[config.mk]
export PLATFORM = sky130hd
export DESIGN_NAME = rv32i_instruction_decoder_top
export DESIGN_NICKNAME = d
export VERILOG_FILES = /design/src/hdl/rvdec_pkg.sv /design/src/hdl/rv32i_instruction_decoder_top.sv
export SDC_FILE = /design/constraint.sdc
export NUM_CORES = 1
export LEC_CHECK = 0
export ABC_AREA = 1
export ABC_CLOCK_PERIOD_IN_PS = 2600
export BUFFER_PORTS_ARGS = -buffer_cell sky130_fd_sc_hd__buf_4
export CELL_PAD_IN_SITES_DETAIL_PLACEMENT = 2
export CELL_PAD_IN_SITES_GLOBAL_PLACEMENT = 2
export CORE_MARGIN = 1
export CORE_UTILIZATION = 28
export CTS_CLUSTER_SIZE = 24
export DETAILED_ROUTE_END_ITERATION = 8
export PLACE_DENSITY_LB_ADDON = 0.12
export SLEW_MARGIN = 20
export SYNTH_ARGS = -nofsm -noshare
export SYNTH_HDL_FRONTEND = slang
export SYNTH_SLANG_ARGS = --single-unit
[constraint.sdc]
create_clock -name clk -period 2.6 [get_ports clk]
set_clock_uncertainty 0.05 [all_clocks]
set_input_delay 0.52 -clock clk [delete_from_list [all_inputs] [get_ports clk]]
set_output_delay 0.52 -clock clk [all_outputs]
set_load 0.02 [all_outputs]
[src/hdl/rvdec_pkg.sv]
// Package for the RV32I instruction decoder: opcodes, instruction codes and the decode function.
package rvdec_pkg;

  typedef logic [31:0] instr_word_t;
  typedef logic [5:0]  inst_code_t;
  typedef logic [6:0]  opcode_t;
  typedef logic [2:0]  funct3_t;
  typedef logic [6:0]  funct7_t;

  // Major opcodes (bits 6..0)
  localparam opcode_t OPC_LUI    = 7'b0110111;
  localparam opcode_t OPC_AUIPC  = 7'b0010111;
  localparam opcode_t OPC_JAL    = 7'b1101111;
  localparam opcode_t OPC_JALR   = 7'b1100111;
  localparam opcode_t OPC_BRANCH = 7'b1100011;
  localparam opcode_t OPC_LOAD   = 7'b0000011;
  localparam opcode_t OPC_STORE  = 7'b0100011;
  localparam opcode_t OPC_OPIMM  = 7'b0010011;
  localparam opcode_t OPC_OP     = 7'b0110011;
  localparam opcode_t OPC_FENCE  = 7'b0001111;
  localparam opcode_t OPC_SYSTEM = 7'b1110011;

  localparam funct7_t F7_BASE = 7'b0000000;
  localparam funct7_t F7_ALT  = 7'b0100000;

  localparam funct3_t F3_0 = 3'd0;
  localparam funct3_t F3_1 = 3'd1;
  localparam funct3_t F3_2 = 3'd2;
  localparam funct3_t F3_3 = 3'd3;
  localparam funct3_t F3_4 = 3'd4;
  localparam funct3_t F3_5 = 3'd5;
  localparam funct3_t F3_6 = 3'd6;
  localparam funct3_t F3_7 = 3'd7;

  localparam logic [11:0] SYS_ECALL  = 12'd0;
  localparam logic [11:0] SYS_EBREAK = 12'd1;

  // Instruction codes
  localparam inst_code_t IC_NONE   = 6'd0;
  localparam inst_code_t IC_LUI    = 6'd1;
  localparam inst_code_t IC_AUIPC  = 6'd2;
  localparam inst_code_t IC_JAL    = 6'd3;
  localparam inst_code_t IC_JALR   = 6'd4;
  localparam inst_code_t IC_BEQ    = 6'd5;
  localparam inst_code_t IC_BNE    = 6'd6;
  localparam inst_code_t IC_BLT    = 6'd7;
  localparam inst_code_t IC_BGE    = 6'd8;
  localparam inst_code_t IC_BLTU   = 6'd9;
  localparam inst_code_t IC_BGEU   = 6'd10;
  localparam inst_code_t IC_LB     = 6'd11;
  localparam inst_code_t IC_LH     = 6'd12;
  localparam inst_code_t IC_LW     = 6'd13;
  localparam inst_code_t IC_LBU    = 6'd14;
  localparam inst_code_t IC_LHU    = 6'd15;
  localparam inst_code_t IC_SB     = 6'd16;
  localparam inst_code_t IC_SH     = 6'd17;
  localparam inst_code_t IC_SW     = 6'd18;
  localparam inst_code_t IC_ADDI   = 6'd19;
  localparam inst_code_t IC_SLTI   = 6'd20;
  localparam inst_code_t IC_SLTIU  = 6'd21;
  localparam inst_code_t IC_XORI   = 6'd22;
  localparam inst_code_t IC_ORI    = 6'd23;
  localparam inst_code_t IC_ANDI   = 6'd24;
  localparam inst_code_t IC_SLLI   = 6'd25;
  localparam inst_code_t IC_SRLI   = 6'd26;
  localparam inst_code_t IC_SRAI   = 6'd27;
  localparam inst_code_t IC_ADD    = 6'd28;
  localparam inst_code_t IC_SUB    = 6'd29;
  localparam inst_code_t IC_SLL    = 6'd30;
  localparam inst_code_t IC_SLT    = 6'd31;
  localparam inst_code_t IC_SLTU   = 6'd32;
  localparam inst_code_t IC_XOR    = 6'd33;
  localparam inst_code_t IC_SRL    = 6'd34;
  localparam inst_code_t IC_SRA    = 6'd35;
  localparam inst_code_t IC_OR     = 6'd36;
  localparam inst_code_t IC_AND    = 6'd37;
  localparam inst_code_t IC_FENCE  = 6'd38;
  localparam inst_code_t IC_ECALL  = 6'd39;
  localparam inst_code_t IC_EBREAK = 6'd40;

  // Classify one instruction word; unknown encodings give IC_NONE.
  function automatic inst_code_t decode_inst(input instr_word_t w);
    opcode_t     opc;
    funct3_t     f3;
    funct7_t     f7;
    logic [11:0] imm;
    inst_code_t  code;
    opc  = w[6:0];
    f3   = w[14:12];
    f7   = w[31:25];
    imm  = w[31:20];
    code = IC_NONE;
    unique case (opc)
      OPC_LUI:   code = IC_LUI;
      OPC_AUIPC: code = IC_AUIPC;
      OPC_JAL:   code = IC_JAL;
      OPC_JALR:  code = (f3 == F3_0) ? IC_JALR : IC_NONE;
      OPC_BRANCH: begin
        unique case (f3)
          F3_0:    code = IC_BEQ;
          F3_1:    code = IC_BNE;
          F3_4:    code = IC_BLT;
          F3_5:    code = IC_BGE;
          F3_6:    code = IC_BLTU;
          F3_7:    code = IC_BGEU;
          default: code = IC_NONE;
        endcase
      end
      OPC_LOAD: begin
        unique case (f3)
          F3_0:    code = IC_LB;
          F3_1:    code = IC_LH;
          F3_2:    code = IC_LW;
          F3_4:    code = IC_LBU;
          F3_5:    code = IC_LHU;
          default: code = IC_NONE;
        endcase
      end
      OPC_STORE: begin
        unique case (f3)
          F3_0:    code = IC_SB;
          F3_1:    code = IC_SH;
          F3_2:    code = IC_SW;
          default: code = IC_NONE;
        endcase
      end
      OPC_OPIMM: begin
        unique case (f3)
          F3_0: code = IC_ADDI;
          F3_1: code = (f7 == F7_BASE) ? IC_SLLI : IC_NONE;
          F3_2: code = IC_SLTI;
          F3_3: code = IC_SLTIU;
          F3_4: code = IC_XORI;
          F3_5: begin
            if (f7 == F7_BASE) begin
              code = IC_SRLI;
            end else if (f7 == F7_ALT) begin
              code = IC_SRAI;
            end else begin
              code = IC_NONE;
            end
          end
          F3_6:    code = IC_ORI;
          default: code = IC_ANDI;
        endcase
      end
      OPC_OP: begin
        if (f7 == F7_BASE) begin
          unique case (f3)
            F3_0:    code = IC_ADD;
            F3_1:    code = IC_SLL;
            F3_2:    code = IC_SLT;
            F3_3:    code = IC_SLTU;
            F3_4:    code = IC_XOR;
            F3_5:    code = IC_SRL;
            F3_6:    code = IC_OR;
            default: code = IC_AND;
          endcase
        end else if (f7 == F7_ALT && f3 == F3_0) begin
          code = IC_SUB;
        end else if (f7 == F7_ALT && f3 == F3_5) begin
          code = IC_SRA;
        end else begin
          code = IC_NONE;
        end
      end
      OPC_FENCE: code = (f3 == F3_0) ? IC_FENCE : IC_NONE;
      OPC_SYSTEM: begin
        if (f3 != F3_0) begin
          code = IC_NONE;
        end else if (imm == SYS_ECALL) begin
          code = IC_ECALL;
        end else if (imm == SYS_EBREAK) begin
          code = IC_EBREAK;
        end else begin
          code = IC_NONE;
        end
      end
      default: code = IC_NONE;
    endcase
    return code;
  endfunction

endpackage

[src/hdl/rv32i_instruction_decoder_top.sv]
// Top level of the RV32I instruction decoder: input register, decode logic, result register.
//
// RV32I instruction decoder. Each input transaction carries one 32-bit
// instruction word; each output transaction carries its instruction code
// (0 for an unrecognized encoding, 1..40 for LUI through EBREAK) and the raw
// unsigned bit groups rd, rs1, rs2, funct7, bits 31..20 and bits 31..12.
// Immediates are not reassembled. The block is a two-register pipeline: the
// word is captured in an input register, decoded by a single level of
// opcode/funct3/funct7 compare logic, and the result is held in an output
// register. It accepts one word per clock cycle while out_ready stays high.
// Each stage advances when the stage after it is empty or being drained, so
// in_ready can stay high while a finished result waits on out_ready;
// back-pressure holds both stages and then drops in_ready. There is no
// configuration and no state beyond the pipeline; reset only empties the
// two stages.
module rv32i_instruction_decoder_top (
  input  logic                    clk,
  input  logic                    rst_n,
  input  logic                    in_valid,
  output logic                    in_ready,
  input  rvdec_pkg::instr_word_t  in_instr_word,
  output logic                    out_valid,
  input  logic                    out_ready,
  output rvdec_pkg::inst_code_t   out_inst_code,
  output logic [4:0]              out_rd_field,
  output logic [4:0]              out_rs1_field,
  output logic [4:0]              out_rs2_field,
  output logic [6:0]              out_funct7_field,
  output logic [11:0]             out_imm_low,
  output logic [19:0]             out_imm_high
);
  import rvdec_pkg::*;

  // Input stage
  logic        in_vld_r;
  instr_word_t word_r;

  // Result stage
  logic        out_vld_r;
  inst_code_t  code_r;
  logic [4:0]  rd_r;
  logic [4:0]  rs1_r;
  logic [4:0]  rs2_r;
  logic [6:0]  f7_r;
  logic [11:0] imm_low_r;
  logic [19:0] imm_high_r;

  logic        out_stage_ready;
  logic        in_stage_ready;
  logic        advance;
  inst_code_t  code_nxt;

  // Result stage can take a new item when empty or when its item leaves now.
  assign out_stage_ready = !out_vld_r || out_ready;
  assign in_stage_ready  = !in_vld_r || out_stage_ready;
  assign advance         = in_vld_r && out_stage_ready;
  assign in_ready        = in_stage_ready;

  assign code_nxt = decode_inst(word_r);

  // Control: stage valid flags
  always_ff @(posedge clk) begin
    if (!rst_n) begin
      in_vld_r  <= 1'b0;
      out_vld_r <= 1'b0;
    end else begin
      if (in_stage_ready) begin
        in_vld_r <= in_valid;
      end
      if (out_stage_ready) begin
        out_vld_r <= in_vld_r;
      end
    end
  end

  // Payload: capture the word on acceptance, hold otherwise
  always_ff @(posedge clk) begin
    if (in_valid && in_stage_ready) begin
      word_r <= in_instr_word;
    end
  end

  // Payload: load decoded fields when the input stage advances
  always_ff @(posedge clk) begin
    if (advance) begin
      code_r     <= code_nxt;
      rd_r       <= word_r[11:7];
      rs1_r      <= word_r[19:15];
      rs2_r      <= word_r[24:20];
      f7_r       <= word_r[31:25];
      imm_low_r  <= word_r[31:20];
      imm_high_r <= word_r[31:12];
    end
  end

  assign out_valid        = out_vld_r;
  assign out_inst_code    = code_r;
  assign out_rd_field     = rd_r;
  assign out_rs1_field    = rs1_r;
  assign out_rs2_field    = rs2_r;
  assign out_funct7_field = f7_r;
  assign out_imm_low      = imm_low_r;
  assign out_imm_high     = imm_high_r;

endmodule
==> impl_metrics.tcl, run 1 <==
set metrics [dict create \
    status "finished, final reports clean" \
    peakVddDrop_v 0.0002547 \
    grt_pass1_vias 2249 \
    vias 2087 \
    synth_seq_cells 65 \
    fp.dieArea_sq_um 11240 \
    powerDensity_nw_per_um2 589.3 \
    detail_route.wirelength_mm 7.386 \
    syn-num-nets 298 \
    cp_cell_sequence "inv_1, nand3_1, nand3_1, o21a_1, nand2_1, nand3_2" \
    timing.rr.end "out_inst_code[0]" \
    tritoncts.num_buffers 9 \
    grt_max_degree 32 \
    synth.yosys.warnings 0 \
    setup_tns_ps 0 \
    io_buffer_count 97 \
    first_pass_grt_wire_length_mm 11.65 \
    worstPathRequired_ps 2640 \
    finalWorstPathRequiredPeriod_ps 1806 \
    worst_slew_margin_rel 0.6241 \
    timing_worst_slew_pin_value_ps 563.8 \
    num_antenna_cells 0 \
    tritoncts "yes" \
    start_util 0.2908 \
    timing.critical_path.arrival_ps 1850 \
    nNetsFinal 377 \
    timing.reg2reg.setup_slack_ps 790 \
    timing.fmax_mhz 553.6 \
    crit_path_max_fanout 11 \
    synth_sequential_area_ratio 0.6378 \
    antenna_found_initial 0 \
    drt_first_iter_violations 32 \
    post-layout-total-power_mw 2.293 \
    h_tree_levels 3 \
    postCtsResizedCells 0 \
    clock-root-buffer "clkbuf_8" \
    report.final.hold_viol_count 0 \
    final.period_utilization 0.6948 \
    dr.pass1.iters 4 \
    post_synth_inst_count 262 \
    hold_path_end "word_r[9]" \
    hold-path-cell-count 1 \
    boundaryPins 98 \
    netlist-cell-type-count 27 \
    setup_viol 0 \
    worst_setup_path_end_kind "flop" \
    core_sq_um 10420 \
    drive_above_1_share 0.4451 \
    syn_to_final_growth_pct 28.46 \
    number_of_buffers_inserted_by_post_cts_setup_repair 0 \
    detailedPlacementHpwl_mm 5.784 \
    clock_sinks 65 \
    antenna_violating_nets_post_route 0 \
    post-route-util 0.3736 \
    floorplan.die.width_um 106.0 \
    cp_common_cell "nand3_1" \
    wl_per_cell_um 15.32 \
    combined_area_of_all_synthesized_cells_sq_um 3029 \
    die_y_um 106.0 \
    worst_reg_to_reg_cells 6 \
    count_of_standard_cell_rows 37 \
    timing.hold.worst.start "in_instr_word[9]" \
    worst_path_largest_cell_delay_ps 710 \
    worst_setup_sp_type "flop" \
    globalRouteTotalUtil 0.1409 \
    vias_per_cell 4.330 \
    setup_repair_after_global_routing_missed_its_margin "false" \
    max-cap-violations 0 \
    cts.clk_slew.worst_paths_ps 80 \
    max-clock-path-buffers 2 \
    cts.hold.buffers_added 0 \
    r2r-start "word_r[14]" \
    slowest_stage "edfxtp_1" \
    crit_type "reg2reg" \
    synthesized_area_per_cell_sq_um 11.56 \
    worst_skew_pair.late_latency_ps 340 \
    holdCritPathClass "in2reg" \
    globalRoute.totalOverflow 0 \
    gp_congestion 0.8080 \
    drc 0 \
    final-max-slew-violation-count 0 \
    leakagePower_nw 1.666 \
]
## layout by cell type, fill, tap and decap left out, types with 6 or more instances in the layout
cell,count
edfxtp_1,63
nor2_1,23
buf_4,100
clkbuf_8,10
nand4_1,6
nor2_2,7
nand3_2,6
nand3_1,25
a21oi_1,7
inv_2,7
nand2_1,37
nand2_2,6
inv_1,23
## worst max path at each step
| stage | startpoint | end | slack [ps] | depth (start not counted) |
|---|---|---|---|---|
| 2_1_floorplan | out_ready | out_funct7_field[0] | 20 | 2 |
| 3_3_place_gp | word_r[14] | out_inst_code[0] | 810 | 6 |
| 3_5_place_dp | word_r[14] | out_inst_code[0] | 800 | 6 |
| 4_1_cts | word_r[14] | out_inst_code[0] | 770 | 6 |
| 5_1_grt | word_r[14] | out_inst_code[0] | 660 | 6 |
| 6_report | word_r[14] | out_inst_code[0] | 790 | 6 |
## Yosys cell counts
cell | instances | area, sq um
a21boi_2 | 1 | 11.26
a21oi_1 | 8 | 40.04
a21oi_2 | 1 | 8.760
and3_1 | 1 | 6.260
buf_4 | 29 | 217.7
buf_6 | 3 | 33.78
clkinv_1 | 1 | 3.750
dfxtp_1 | 2 | 40.04
edfxtp_1 | 63 | 1892
inv_1 | 23 | 86.33
inv_2 | 7 | 26.28
inv_4 | 1 | 6.260
inv_6 | 1 | 8.760
nand2_1 | 37 | 138.9
nand2_2 | 6 | 37.54
nand3_1 | 25 | 125.1
nand3_2 | 6 | 60.06
nand3b_1 | 1 | 7.510
nand4_1 | 6 | 37.54
nor2_1 | 23 | 86.33
nor2_2 | 7 | 43.79
nor2_4 | 4 | 45.04
nor2_8 | 2 | 40.04
nor3_1 | 1 | 5.000
o21a_1 | 1 | 7.510
o21ai_1 | 1 | 5.000
o21ai_2 | 1 | 8.760
## cell families (layout without fill, tap and decap cells)
group	after synthesis	in the layout	share of synthesized area
flops	65	65	0.6378
compound gates	13	13	0.02685
simple gates	119	119	0.2090
buf+inv	65	149	0.1264
## stage by stage
| step | worst slack [ps] | instances | instance area [sq um] | hold WS, ps |
|---|---|---|---|---|
| after floorplan | 19.51 | 262 | 3029 | 350.3 |
| after global placement | 805.2 | 466 | 3710 | 350.9 |
| after detailed placement | 801.4 | 466 | 3710 | 356.2 |
| after CTS | 772.2 | 482 | 3891 | 281.6 |
| after global routing | 659.8 | 482 | 3891 | 267.6 |
| final | 793.6 | 482 | 3891 | 299.3 |
## cell type report
| cell class | instances | area (sq um) |
|---|---|---|
| fillers | 1145 | 6525 |
| flip-flops and latches | 65 | 1932 |
| repair buffers | 100 | 750.7 |
| multi-input cells | 132 | 725.7 |
| well taps | 136 | 170.2 |
| clock buffers | 10 | 137.6 |
| inverters | 33 | 131.4 |
| clock inverters | 6 | 43.79 |
## per-layer routing
| layer | GRT usage | part of all wire |
|---|---|---|
| met1 | 0.1465 | 0.38 |
| met2 | 0.2628 | 0.54 |
| met3 | 0.05334 | 0.065 |
| met4 | 0.03869 | 0.0088 |
| met5 | 0 | 0 |
## critical path, delay by kind of cell (launching register included)
kind,cells,cell delay (ps)
and+or+nand+nor,4,450
buffers and inverters,1,160
AOI/OAI and AO/OA,1,180
DFF,1,710
## registers in the layout, indices dropped and copies added (netlist names)
register	flops
in_vld_r	1
out_funct7_field	7
out_imm_high	4
out_imm_low	1
out_inst_code	6
out_rd_field	5
out_rs1_field	4
out_rs2_field	4
out_valid	1
word_r	32
## where the power goes
part	switching (mW)	internal, mW	leakage [nW]
logic	0.151	0.109	0.960
registers	0.0425	1.21	0.625
clock network	0.407	0.371	0.0805
Power figures use the tool's default switching activity.
==> inputs of run 2 (changes only) <==
--- a/config.mk
+++ b/config.mk
@@ -5,13 +5,13 @@
 export SDC_FILE = /design/constraint.sdc
 export NUM_CORES = 1
 export LEC_CHECK = 0
-export ABC_AREA = 1
-export ABC_CLOCK_PERIOD_IN_PS = 2600
+export ABC_AREA = 0
+export ABC_CLOCK_PERIOD_IN_PS = 1800
 export BUFFER_PORTS_ARGS = -buffer_cell sky130_fd_sc_hd__buf_4
 export CELL_PAD_IN_SITES_DETAIL_PLACEMENT = 2
 export CELL_PAD_IN_SITES_GLOBAL_PLACEMENT = 2
 export CORE_MARGIN = 1
-export CORE_UTILIZATION = 28
+export CORE_UTILIZATION = 32
 export CTS_CLUSTER_SIZE = 24
 export DETAILED_ROUTE_END_ITERATION = 8
 export PLACE_DENSITY_LB_ADDON = 0.12
==> constraint.sdc (replaced) <==
create_clock -name clk -period 1.8 [get_ports clk]
set_clock_uncertainty 0.05 [all_clocks]
set_input_delay 0.36 -clock clk [delete_from_list [all_inputs] [get_ports clk]]
set_output_delay 0.36 -clock clk [all_outputs]
set_load 0.02 [all_outputs]
==> run 2 against run 1 <==
  * The run now ends with setup timing left
  * First-iteration DRC count rose by 100%
  * Power rose by 45%
  * Area after synthesis fell by 4.9%
  * Flip-flop and latch count did not move
  * Critical path depth did not move
  * Via count rose by 2.4%
  * Non-clock buffer count rose by 47
  * Largest power group unchanged
  * Highest routed layer unchanged
==> impl_metrics.tcl, run 2 <==
set metrics [dict create \
    cts.hold.buffers_added 0 \
    synthSimpleGateAreaFrac 0.1295 \
    peakVddDrop_v 0.0004199 \
    count_of_standard_cell_rows 34 \
    slowest_stage "or4_4" \
    postSynth.asyncResetShare 0 \
    multi_input_gate_area_in_the_final_layout_sq_um 726.9 \
    boundaryPins 98 \
    grt_pass1_vias 2285 \
    first_pass_grt_wire_length_mm 12.66 \
    synthesized_area_per_cell_sq_um 13.85 \
    h_tree_levels 3 \
    antenna_found_initial 0 \
    cp_common_cell "or4_4" \
    vias_per_cell 4.835 \
    report.final.hold_viol_count 0 \
    setup_viol 4 \
    setup_repair_after_global_routing_missed_its_margin "true" \
    drc 0 \
    grt_max_degree 33 \
    antenna_violating_nets_post_route 0 \
    synth_top_area_share 0.6568 \
    failed_checks "setup timing" \
    crit_type "reg2reg" \
    nNetsFinal 365 \
    finish.cell_count_without_fillers 442 \
    max-clock-path-buffers 2 \
    worst_setup_sp_type "flop" \
    timing_worst_slew_pin_value_ps 791.2 \
    syn_to_final_growth_pct 42.44 \
    worst_path_largest_cell_delay_ps 520 \
    dominant_combinational_cell_family_by_area_after_synthesis "simple AND/OR/NAND/NOR gates" \
    post-layout-total-power_mw 3.336 \
    detailedPlacementHpwl_mm 6.118 \
    vias 2137 \
    clock_sinks 65 \
    floorplan.die.width_um 96.87 \
    worst_setup_slack_after_layout_ps -115.6 \
    globalRoute.totalOverflow 0 \
    io_buffer_count 97 \
    crit_path_max_fanout 4 \
    post_synth_main_area_contributors "edfxtp_1, buf_4, nor2_1, a21oi_1, dfxtp_1" \
    cts.clk_slew.worst_paths_ps 70 \
    worst_skew_pair.late_latency_ps 330 \
    post-synth-top-count-cell "edfxtp_1" \
    netlist-cell-type-count 56 \
    max-cap-violations 0 \
    status "complete, but fails checks" \
    post_synth_inst_count 208 \
    synth_edf_count 63 \
    worst_slew_margin_rel 0.4725 \
    worstPathRequired_ps 1960 \
    dp.cells 415 \
    core_sq_um 8721 \
    wl_per_cell_um 18.06 \
    timing.fmax_mhz 522.0 \
    fp.dieArea_sq_um 9384 \
    final-max-slew-violation-count 0 \
    finalWorstPathRequiredPeriod_ps 1916 \
    drt_first_iter_violations 64 \
    detail_route.wirelength_mm 7.982 \
    synth_seq_cells 65 \
    dr.pass1.iters 4 \
    synth_ff_type "edfxtp_1" \
    holdCritPathClass "in2reg" \
    cp_cell_sequence "nor4_2, buf_4, nand2_2, or4_4, o21ai_2, or4_4" \
    layout.area.seq_sq_um 1932 \
    syn-num-nets 244 \
    regMostFlops "word_r" \
    globalRouteTotalUtil 0.1766 \
    synth_fa_ha_area_frac 0 \
    start_util 0.3303 \
    leakagePower_nw 1.669 \
    synth.largest_area_cell "edfxtp_1" \
    tritoncts.num_buffers 9 \
    worst_setup_path_end_kind "flop" \
    timing.critical_path.arrival_ps 2070 \
    ys_top_cells_by_count "edfxtp_1, buf_4, nor2_1" \
    largest_register_ffs 32 \
    synth.yosys.warnings 0 \
    die_y_um 96.87 \
    most_common_cell_after_layout_fill_and_taps_aside "buf_4" \
    most-common-layout-cells "buf_4, edfxtp_1, nor2_1" \
    synth_sequential_area_ratio 0.6707 \
    tritoncts "yes" \
    synth_xor_xnor_area_share 0.006082 \
    fillerInstances 863 \
    gp_congestion 0.8541 \
    synth.mux.area_fraction 0.003910 \
    clock-root-buffer "clkbuf_8" \
    combined_area_of_all_synthesized_cells_sq_um 2880 \
    num_antenna_cells 0 \
    powerDensity_nw_per_um2 813.0 \
    final.period_utilization 1.064 \
    drive_above_1_share 0.5719 \
    synth-compound-area-share 0.08818 \
]
run 2: cell count changes after synthesis, sizes merged, moves of 4 or more:
cell and change:
and2 +4, inv -26, nand2 -35, nand3 -26
nor2 -23, nor2b +4, nor3 +4, o21ai +5
run 2: cell families (layout without fill, tap and decap cells):
family,after synthesis,count (layout)
DFF,65,65
and+or+nand+nor,61,61
buffers and inverters,43,169
AOI/OAI and AO/OA,36,36
xor gates and xnor gates,2,2
muxes,1,1
run 2: routing by layer:
| metal | track usage | routed length (um) | vias to the layer above |
|---|---|---|---|
| li1 | - | - | 1002 |
| met1 | 0.2129 | 3233 | 1054 |
| met2 | 0.3012 | 4239 | 72 |
| met3 | 0.05636 | 411 | 9 |
| met4 | 0.05166 | 97 | 0 |
| met5 | 0 | 0 | - |
run 2: layout make-up:
class | count | area share
Timing Repair Buffer | 147 | 0.2720
Inverter | 6 | 0.005489
Clock buffer | 9 | 0.03019
Clock inverter | 7 | 0.01128
Sequential cell | 65 | 0.4709
Tap cell | 108 | 0.03294
Multi-Input combinational cell | 100 | 0.1772
run 2: final timing paths:
| check | startpoint | to | slack, ps | cells after the start |
|---|---|---|---|---|
| max reg2reg | word_r[21] | out_inst_code[2] | -120 | 6 |
| min | in_instr_word[9] | word_r[9] | 150 | 1 |
| max | word_r[21] | out_inst_code[2] | -120 | 6 |
| min reg2reg | word_r[16] | out_rs1_field[1] | 370 | 0 |
run 2: through the flow:
stage / hold slack (ps) / TNS, ps / worst slack (ps) / cell area, sq um / utilization
global route: 110.2 / -781.5 / -188.9 / 4103 / 0.4704
finish: 146.6 / -448.7 / -115.6 / 4103 / 0.4704
detailed placement: 355.2 / -923.6 / -226.3 / 3790 / 0.4346
global placement: 350.3 / -568.1 / -147.5 / 3790 / 0.4346
CTS: 120.8 / -447.4 / -126.8 / 4054 / 0.4648
floorplan: 350.3 / -84.63 / -48.86 / 2892 / -
run 2: worst max-delay path: cells and delay by family (launching register included):
family	cells	cell delay (ps)
and+or+nand+nor	4	1010
DFF	1	420
AOI/OAI and AO/OA	1	160
buffers and inverters	1	160
run 2: what timing repair did:
action	4_1_cts	5_1_grt
endpoints found under the setup margin	6	6
pin swaps	7	8
setup buffers	8	3
resized for setup	9	9
run 2: power breakdown:
group          switching [mW]  total [mW]  internal (mW)
registers              0.0481        1.80           1.75
logic                   0.246       0.472          0.226
clock network           0.567        1.06          0.496
